==> src/sv/fba_pkg.sv <==
// Shared types and constants for the fit block allocator.
// No dependencies; imported by fba_pick_unit and fit_block_allocator_top.
package fba_pkg;

   localparam int MAX_BLOCKS   = 64;
   localparam int SIZE_BITS    = 16;
   localparam int IDX_BITS     = 6;
   localparam int INDEX_LIMIT  = 1 << IDX_BITS;
   localparam int ADDR_BITS    = $clog2(MAX_BLOCKS);
   localparam int SEARCH_LIMIT = (MAX_BLOCKS < INDEX_LIMIT) ? MAX_BLOCKS : INDEX_LIMIT;
   localparam int CNT_BITS     = $clog2(SEARCH_LIMIT + 1);
   localparam int MODE_BITS    = 2;
   localparam int COUNT_BITS   = 7;
   localparam int CSR_IDX_BITS = 1;
   localparam int CSR_DATA_BITS = 7;

   // placement policies; the unused code behaves as first fit
   localparam logic [MODE_BITS-1:0] FIT_FIRST = 2'd0;
   localparam logic [MODE_BITS-1:0] FIT_BEST  = 2'd1;
   localparam logic [MODE_BITS-1:0] FIT_WORST = 2'd2;

   localparam logic CMD_LOAD  = 1'b0;
   localparam logic CMD_ALLOC = 1'b1;

   localparam logic [CSR_IDX_BITS-1:0] REG_FIT_MODE    = 1'b0;
   localparam logic [CSR_IDX_BITS-1:0] REG_BLOCK_COUNT = 1'b1;

   typedef struct packed {
      logic                 command;
      logic [IDX_BITS-1:0]  block_index;
      logic [SIZE_BITS-1:0] size;
   } req_type;

   typedef struct packed {
      logic                 granted;
      logic [IDX_BITS-1:0]  chosen_block;
      logic [SIZE_BITS-1:0] remaining_size;
   } rsp_type;

   // control from the sequencer to the pick unit
   typedef struct packed {
      logic                 clear;
      logic                 sample;
      logic [MODE_BITS-1:0] mode;
   } pick_ctl_type;

endpackage

==> src/sv/fit_block_allocator_top.sv <==
// Fit block allocator top level: free-size table, scan sequencer, result register.
// Depends on fba_pkg and fba_pick_unit.
//
// Usage:
//  - req channel (req_valid/req_stall/req_payload) takes one request at a time.
//    A load (command 0) writes one block's free size; an allocate (command 1)
//    searches blocks 0..min(block_count, 64)-1 for one whose free size covers the size.
//  - rsp channel returns exactly one result per request: granted, block and
//    the size left in that block (all zero when nothing fits).
//  - csr port writes fit_mode (0 first, 1 best, 2 worst fit) and block_count;
//    write only while no request is in flight.
// Timing:
//  - load: the table write and the result register both take effect on acceptance.
//  - allocate: the scan reads n = min(block_count, 64) entries, one table entry
//    per cycle through the registered RAM read port and one shared compare unit,
//    then a write-back state if granted; with n = 0 no entry is read.
//  - req_stall is high from acceptance until the result enters the output
//    register, so requests run one at a time.
// Reset (synchronous, active high) clears control state, fit_mode to first
// fit and block_count to 1; table entries are undefined until loaded.
// A stalled result holds in the output register; the next request is taken
// only after that result leaves the sequencer.
module fit_block_allocator_top (
   input  logic                              clock,
   input  logic                              reset,
   input  logic                              req_valid,
   output logic                              req_stall,
   input  fba_pkg::req_type                  req_payload,
   output logic                              rsp_valid,
   input  logic                              rsp_stall,
   output fba_pkg::rsp_type                  rsp_payload,
   input  logic                              csr_we,
   input  logic [fba_pkg::CSR_IDX_BITS-1:0]  csr_index,
   input  logic [fba_pkg::CSR_DATA_BITS-1:0] csr_wdata
);
   import fba_pkg::*;

   typedef enum logic [3:0] {
      ST_IDLE  = 4'b0001,
      ST_SCAN  = 4'b0010,
      ST_WRITE = 4'b0100,
      ST_DONE  = 4'b1000
   } state_type;

   state_type state_ff, state_in;

   logic [MODE_BITS-1:0]  fit_mode_ff, fit_mode_in;
   logic [COUNT_BITS-1:0] block_count_ff, block_count_in;

   logic [SIZE_BITS-1:0] req_size_ff, req_size_in;
   logic [CNT_BITS-1:0]  cnt_ff, cnt_in;
   logic [CNT_BITS-1:0]  limit_ff, limit_in;
   logic [CNT_BITS-1:0]  limit_now;
   logic                 rd_valid_ff, rd_valid_in;
   logic [ADDR_BITS-1:0] rd_idx_ff;
   logic [SIZE_BITS-1:0] rd_data_ff;
   logic                 issue;

   rsp_type res_ff, res_in;
   logic    rsp_valid_ff, rsp_valid_in;
   rsp_type rsp_ff, rsp_in;

   // free-size table
   logic [SIZE_BITS-1:0] mem [MAX_BLOCKS];
   logic                 mem_we;
   logic [ADDR_BITS-1:0] mem_waddr;
   logic [SIZE_BITS-1:0] mem_wdata;

   pick_ctl_type         pick_ctl;
   logic                 found;
   logic [ADDR_BITS-1:0] pick_idx;
   logic [SIZE_BITS-1:0] size_left;

   logic req_accept, load_ok, rsp_free;

   assign req_stall  = (state_ff != ST_IDLE);
   assign req_accept = req_valid && !req_stall;
   assign load_ok    = int'(req_payload.block_index) < MAX_BLOCKS;
   assign rsp_free   = !rsp_valid_ff || !rsp_stall;

   // saturate the search length to the table and index range
   assign limit_now = (int'(block_count_ff) > SEARCH_LIMIT) ? CNT_BITS'(SEARCH_LIMIT)
                                                           : CNT_BITS'(block_count_ff);
   assign issue = (state_ff == ST_SCAN) && (cnt_ff < limit_ff);

   // configuration registers
   always_comb begin
      fit_mode_in    = fit_mode_ff;
      block_count_in = block_count_ff;
      if (csr_we) begin
         unique case (csr_index)
            REG_FIT_MODE:    fit_mode_in    = csr_wdata[MODE_BITS-1:0];
            REG_BLOCK_COUNT: block_count_in = csr_wdata[COUNT_BITS-1:0];
         endcase
      end
   end

   // sequencer
   always_comb begin
      state_in    = state_ff;
      req_size_in = req_size_ff;
      cnt_in      = cnt_ff;
      limit_in    = limit_ff;
      rd_valid_in = issue;
      res_in      = res_ff;
      mem_we      = 1'b0;
      mem_waddr   = pick_idx;
      mem_wdata   = size_left;
      pick_ctl.clear  = 1'b0;
      pick_ctl.sample = rd_valid_ff;
      pick_ctl.mode   = fit_mode_ff;
      rsp_valid_in = rsp_valid_ff && rsp_stall;
      rsp_in       = rsp_ff;

      unique case (state_ff)
         ST_IDLE: begin
            if (req_accept) begin
               req_size_in = req_payload.size;
               res_in      = '0;
               if (req_payload.command == CMD_LOAD) begin
                  if (load_ok) begin
                     mem_we    = 1'b1;
                     mem_waddr = ADDR_BITS'(req_payload.block_index);
                     mem_wdata = req_payload.size;
                     res_in    = '{granted: 1'b1,
                                   chosen_block: req_payload.block_index,
                                   remaining_size: req_payload.size};
                  end
                  state_in = ST_DONE;
               end else begin
                  pick_ctl.clear = 1'b1;
                  cnt_in   = '0;
                  limit_in = limit_now;
                  state_in = (limit_now == '0) ? ST_DONE : ST_SCAN;
               end
            end
         end
         ST_SCAN: begin
            if (issue) begin
               cnt_in = cnt_ff + 1'b1;
            end
            // last read has been compared once its valid has drained
            if (cnt_ff == limit_ff && !rd_valid_ff) begin
               state_in = found ? ST_WRITE : ST_DONE;
            end
         end
         ST_WRITE: begin
            mem_we   = 1'b1;
            res_in   = '{granted: 1'b1,
                         chosen_block: IDX_BITS'(pick_idx),
                         remaining_size: size_left};
            state_in = ST_DONE;
         end
         ST_DONE: begin
            if (rsp_free) begin
               rsp_valid_in = 1'b1;
               rsp_in       = res_ff;
               state_in     = ST_IDLE;
            end
         end
         default: state_in = ST_IDLE;
      endcase
   end

   always_ff @(posedge clock) begin
      if (reset) begin
         state_ff       <= ST_IDLE;
         fit_mode_ff    <= FIT_FIRST;
         block_count_ff <= COUNT_BITS'(1);
         rd_valid_ff    <= 1'b0;
         rsp_valid_ff   <= 1'b0;
      end else begin
         state_ff       <= state_in;
         fit_mode_ff    <= fit_mode_in;
         block_count_ff <= block_count_in;
         rd_valid_ff    <= rd_valid_in;
         rsp_valid_ff   <= rsp_valid_in;
      end
      req_size_ff <= req_size_in;
      cnt_ff      <= cnt_in;
      limit_ff    <= limit_in;
      rd_idx_ff   <= cnt_ff[ADDR_BITS-1:0];
      res_ff      <= res_in;
      rsp_ff      <= rsp_in;
   end

   // table RAM: one write port, one registered read port
   always_ff @(posedge clock) begin
      if (mem_we) begin
         mem[mem_waddr] <= mem_wdata;
      end
      rd_data_ff <= mem[cnt_ff[ADDR_BITS-1:0]];
   end

   fba_pick_unit u_pick (
      .clock      (clock),
      .reset      (reset),
      .ctl        (pick_ctl),
      .req_size   (req_size_ff),
      .entry_size (rd_data_ff),
      .entry_idx  (rd_idx_ff),
      .found      (found),
      .pick_idx   (pick_idx),
      .size_left  (size_left)
   );

   assign rsp_valid   = rsp_valid_ff;
   assign rsp_payload = rsp_ff;

`ifndef SYNTHESIS
   a_nogrant_zero: assert property (@(posedge clock) disable iff (reset)
      rsp_valid && !rsp_payload.granted
         |-> rsp_payload.chosen_block == '0 && rsp_payload.remaining_size == '0)
      else $error("ungranted result carries nonzero fields");

   a_scan_bound: assert property (@(posedge clock) disable iff (reset)
      state_ff == ST_SCAN |-> cnt_ff <= limit_ff)
      else $error("scan counter ran past the search limit");

   a_write_found: assert property (@(posedge clock) disable iff (reset)
      state_ff == ST_WRITE |-> found)
      else $error("write-back without a candidate");

   a_busy_after_accept: assert property (@(posedge clock) disable iff (reset)
      req_accept |=> state_ff != ST_IDLE)
      else $error("sequencer idle right after accepting a request");
`endif

endmodule

==> src/sv/fba_pick_unit.sv <==
// Shared compare/select unit: keeps the running candidate of one scan.
// Depends on fba_pkg.
module fba_pick_unit (
   input  logic                          clock,
   input  logic                          reset,
   input  fba_pkg::pick_ctl_type         ctl,
   input  logic [fba_pkg::SIZE_BITS-1:0] req_size,
   input  logic [fba_pkg::SIZE_BITS-1:0] entry_size,
   input  logic [fba_pkg::ADDR_BITS-1:0] entry_idx,
   output logic                          found,
   output logic [fba_pkg::ADDR_BITS-1:0] pick_idx,
   output logic [fba_pkg::SIZE_BITS-1:0] size_left
);
   import fba_pkg::*;

   logic                 found_ff, found_in;
   logic [ADDR_BITS-1:0] pick_ff, pick_in;
   logic [SIZE_BITS-1:0] pick_size_ff, pick_size_in;
   logic                 fits, better;

   always_comb begin
      fits   = entry_size >= req_size;
      better = !found_ff
            || (ctl.mode == FIT_BEST  && entry_size < pick_size_ff)
            || (ctl.mode == FIT_WORST && entry_size > pick_size_ff);
      found_in     = found_ff;
      pick_in      = pick_ff;
      pick_size_in = pick_size_ff;
      if (ctl.clear) begin
         found_in = 1'b0;
      end else if (ctl.sample && fits && better) begin
         found_in     = 1'b1;
         pick_in      = entry_idx;
         pick_size_in = entry_size;
      end
   end

   always_ff @(posedge clock) begin
      if (reset) begin
         found_ff <= 1'b0;
      end else begin
         found_ff <= found_in;
      end
      pick_ff      <= pick_in;
      pick_size_ff <= pick_size_in;
   end

   assign found     = found_ff;
   assign pick_idx  = pick_ff;
   assign size_left = pick_size_ff - req_size;

endmodule
==> config.mk <==
export PLATFORM = sky130hd
export DESIGN_NAME = fit_block_allocator_top
export DESIGN_NICKNAME = d
export VERILOG_FILES = /design/src/sv/fba_pkg.sv /design/src/sv/fit_block_allocator_top.sv /design/src/sv/fba_pick_unit.sv
export SDC_FILE = /design/constraint.sdc
export NUM_CORES = 1
export LEC_CHECK = 0
export BUFFER_PORTS_ARGS = -buffer_cell sky130_fd_sc_hd__buf_2
export CAP_MARGIN = 30
export CORE_MARGIN = 3
export CORE_UTILIZATION = 24
export DETAILED_ROUTE_END_ITERATION = 10
export SLEW_MARGIN = 10
export SYNTH_ARGS = -nofsm -noshare
export SYNTH_HDL_FRONTEND = slang
export SYNTH_SLANG_ARGS = --single-unit
==> constraint.sdc <==
create_clock -name clock -period 13 [get_ports clock]
set_input_delay 1.3 -clock clock [delete_from_list [all_inputs] [get_ports clock]]
set_output_delay 1.3 -clock clock [all_outputs]
set_load 0.02 [all_outputs]
==> results.md <==
* Yosys reg bits at 1160
* CTS tree: done
* Fraction of layout cells with a size suffix above 1 at 0.2494
* Die height at 441.2 µm
* IO buf count at 60
* Total Routing Usage GR at 0.1114
* Fraction of registers with async set/reset at 0
* Vias at 22570
* Worst vdd ir at 0.1060 mV
* Width of the chip at 441.2 µm
* Comb pwr share at 0.095
* Overflow after GRT at 0
* Routability cong. at 0.8290
* Wire length on met1 at 48.13 mm
* Layout fillers at 18450
* Crit path kind: flop to flop
* Synth Area in Simple Gates at 0.03251
* Mapped Area at 45460 µm²
* Post-CTS Hold Fix Bufs at 0
* Max_slew headroom at 0.3309
* Top_reg_cell synth: edfxtp_1
* Total power at 8.412 mW
* Initial DRC Count at 2540
* Post-synthesis adder-cell area fraction at 0.01558
* Yosys cell types at 65
* Fraction of the cycle the final worst path needs at 0.3599
* Most frequent cells in the layout: edfxtp_1, mux4_2, clkbuf_16
* Fmax at 0.2137 GHz
* Cts bufs inserted at 115
* Largest net degree at the start of global routing at 117
* Hold Crit Endpoint: u_pick.pick_idx[4]$_DFFE_PP_
* Post-synth top area cell: edfxtp_1
* Compound-Gate Fraction of Synth Area at 0.04704
* Core area at 188000 µm²
* Worst reg-to-reg setup slack at 8.32 ns
* Clock power share at 0.384
* Sequential fraction of the synthesis area at 0.7579
* Top cell type's share of synthesized area at 0.7412
* Internal Power at 6.384 mW
* Final core utilization at 0.2824
* Min-Delay Path Depth at 0
* Synthesis-to-finish area growth at 16.78%
* Hold_sp: rd_idx_ff[4]$_DFF_P_
* Mapped Cells at 2261
* Synth Area per Inst at 20.11 µm²
* Largest family of logic cells by synthesized area: multiplexers
* Hold WC Path Type: flop to flop
* CTS resizes at 0
* Setup bufs post-CTS at 0
* Register area at 34450 µm²
* Clk Latency, worst-skew pair at 0.72 ns
* CP required at 13.46 ns
* DRT Pass-1 Iters at 5
* Max FO, Critical Path at 45
* Xor/xnor cell area share of the yosys netlist at 0.002697
* Post-DR vias/cell at 4.494
* IO Pins at 61
* Max clock buf depth at 3
* Max cap viols at 0
* Commonest non-fill, non-tap cell in the layout: edfxtp_1
* WL met3 at 7.022 mm
* Die Area at 194700 µm²
* Detailed placer's ending HPWL at 66.55 mm
* Met2 WL at 52.65 mm
* H-tree depth at 3
* Final #Nets at 2519
* Post-Route WL at 111.0 mm
* Post-route DRC at 0
* Multiplexer area fraction after synthesis at 0.1277
* Unrepaired setup endpoints after global routing: no
* Initial antenna violation count at 9
* Row Count at 159
* LEAKAGE at 16.68 nW
* Post-Route Skew at 0.05017 ns
* YS warnings at 0
* Status: complete, no violations
* Tightest Pin Transition at 1.004 ns
* Reg2reg start: cnt_ff[0]$_SDFFCE_PN0P_
* Critical Path Source Type: flop
* Period minus WS final at 4.679 ns
* Hold Vio Cnt, Final at 0
* Final setup fails at 0
* Setup TNS at 0 ns
* Worst path arrival time at 5.14 ns
* Initial core utilization at 0.2418
* Number of global-route vias before repair at 22330
* Final ANT Viol Nets at 0
* Post-synth net total at 2353
* Power density over the cells at 158.5 nW/µm²
* Top post-synthesis cells by area: edfxtp_1, mux4_2, dfxtp_1
* Switching portion of total power at 0.2411
* Max Slew Vio Count at 0
* Flop pwr share at 0.521
* CTS sink count at 1160
* R2R cell count at 8
* R2R Path End: rd_data_ff[4]$_DFF_P_
* Setup crit end kind: flop
* Multi-input logic area at 10470 µm²
* DR top layer: met4
* Sw Pwr at 2.028 mW
* Reg clk slew, reported paths at 0.06 ns
* Root Buffer: clkbuf_16
* WL/cell at 22.10 µm
* Post-synth EDFFs at 1122
* First-pass GRT wire length at 159.5 mm
-- worst max-delay path: stages, from the launching register on --
cell      delay, ns
edfxtp_1       0.32
buf_4          0.67
buf_4          0.60
buf_4          0.70
buf_4          0.75
mux4_2         0.58
a22o_1         0.23
a221oi_1       0.22
o221ai_1       0.25
-- routing by layer --
metal / vias up / track usage
li1: 9708 / -
met1: 11890 / 0.1547
met2: 809 / 0.1788
met3: 163 / 0.01851
met4: 0 / 0.03384
met5: - / 0
-- synthesized netlist by cell type (9+ instances only) --
cell / count
a221oi_1: 32
edfxtp_1: 1122
buf_1: 15
a22oi_1: 80
mux4_2: 256
buf_2: 23
buf_4: 11
ha_1: 55
nand2b_1: 17
a21oi_1: 46
nand2_1: 84
clkbuf_1: 62
nor2_1: 94
o221ai_1: 16
dfxtp_1: 38
inv_1: 50
o21ai_0: 46
nand3_1: 33
xor2_1: 9
nor2b_1: 15
a22o_1: 32
-- cells by family after synthesis --
group,Yosys count
flops,1160
simple gates,303
compound gates,300
mux,260
buf+inv,168
fa+ha+maj,56
xor+xnor,14
-- power by group through the flow --
stage               logic (mW)  registers, mW  clock network (mW)
finish                   0.797           4.38                3.23
global route             0.857           4.38                3.45
CTS                      0.811           4.38                3.31
detailed placement       0.810           4.46                   0
global placement         0.793           4.46                   0
floorplan                0.432           4.47                   0
-- worst max path at each step --
stage | from | depth (start not counted) | to | slack, ns
2_1_floorplan | req_payload[22] | 8 | mem[0][13]$_DFFE_PP_ | 7.67
3_3_place_gp | req_payload[22] | 7 | mem[57][4]$_DFFE_PP_ | 8.07
3_5_place_dp | req_payload[22] | 7 | mem[57][5]$_DFFE_PP_ | 7.95
4_1_cts | cnt_ff[0]$_SDFFCE_PN0P_ | 8 | rd_data_ff[3]$_DFF_P_ | 8.19
5_1_grt | cnt_ff[0]$_SDFFCE_PN0P_ | 8 | rd_data_ff[7]$_DFF_P_ | 7.86
6_report | cnt_ff[0]$_SDFFCE_PN0P_ | 8 | rd_data_ff[4]$_DFF_P_ | 8.32
-- area by class of cell --
| cell class | instances | share of cell area |
|---|---|---|
| Timing Repair Buffer | 167 | 0.02166 |
| Clock inverter | 79 | 0.01386 |
| Inverter | 50 | 0.003535 |
| Tap cell | 2495 | 0.05880 |
| Clock buffer | 137 | 0.05595 |
| Multi-Input combinational cell | 933 | 0.1971 |
| Antenna cell | 2 | 0.00009427 |
| Sequential cell | 1160 | 0.6490 |
-- flip-flops by register name (all words and copies together) (netlist names), 2 cells and up --
name and cells:
rd_idx_ff 6, block_count_ff 7, res_ff 23, rsp_payload 23, cnt_ff 7, u_pick.pick_idx 6, state_ff 4, limit_ff 7
mem 1024, u_pick.pick_size_ff 16, fit_mode_ff 2, rd_data_ff 16, req_size_ff 16
-- metrics by stage --
stage                     hold WS (ns)  cells  area, µm²  worst slack [ns]
after CTS                       0.4037   5020      53060             8.192
after floorplan                 0.3711   2261      45460             7.670
final                           0.4035   5023      53090             8.321
after detailed placement        0.3887   4804      49360             7.949
after global routing            0.4177   5021      53080             7.859
after global placement          0.3885   4799      49300             8.073
Power figures use the tool's default switching activity.
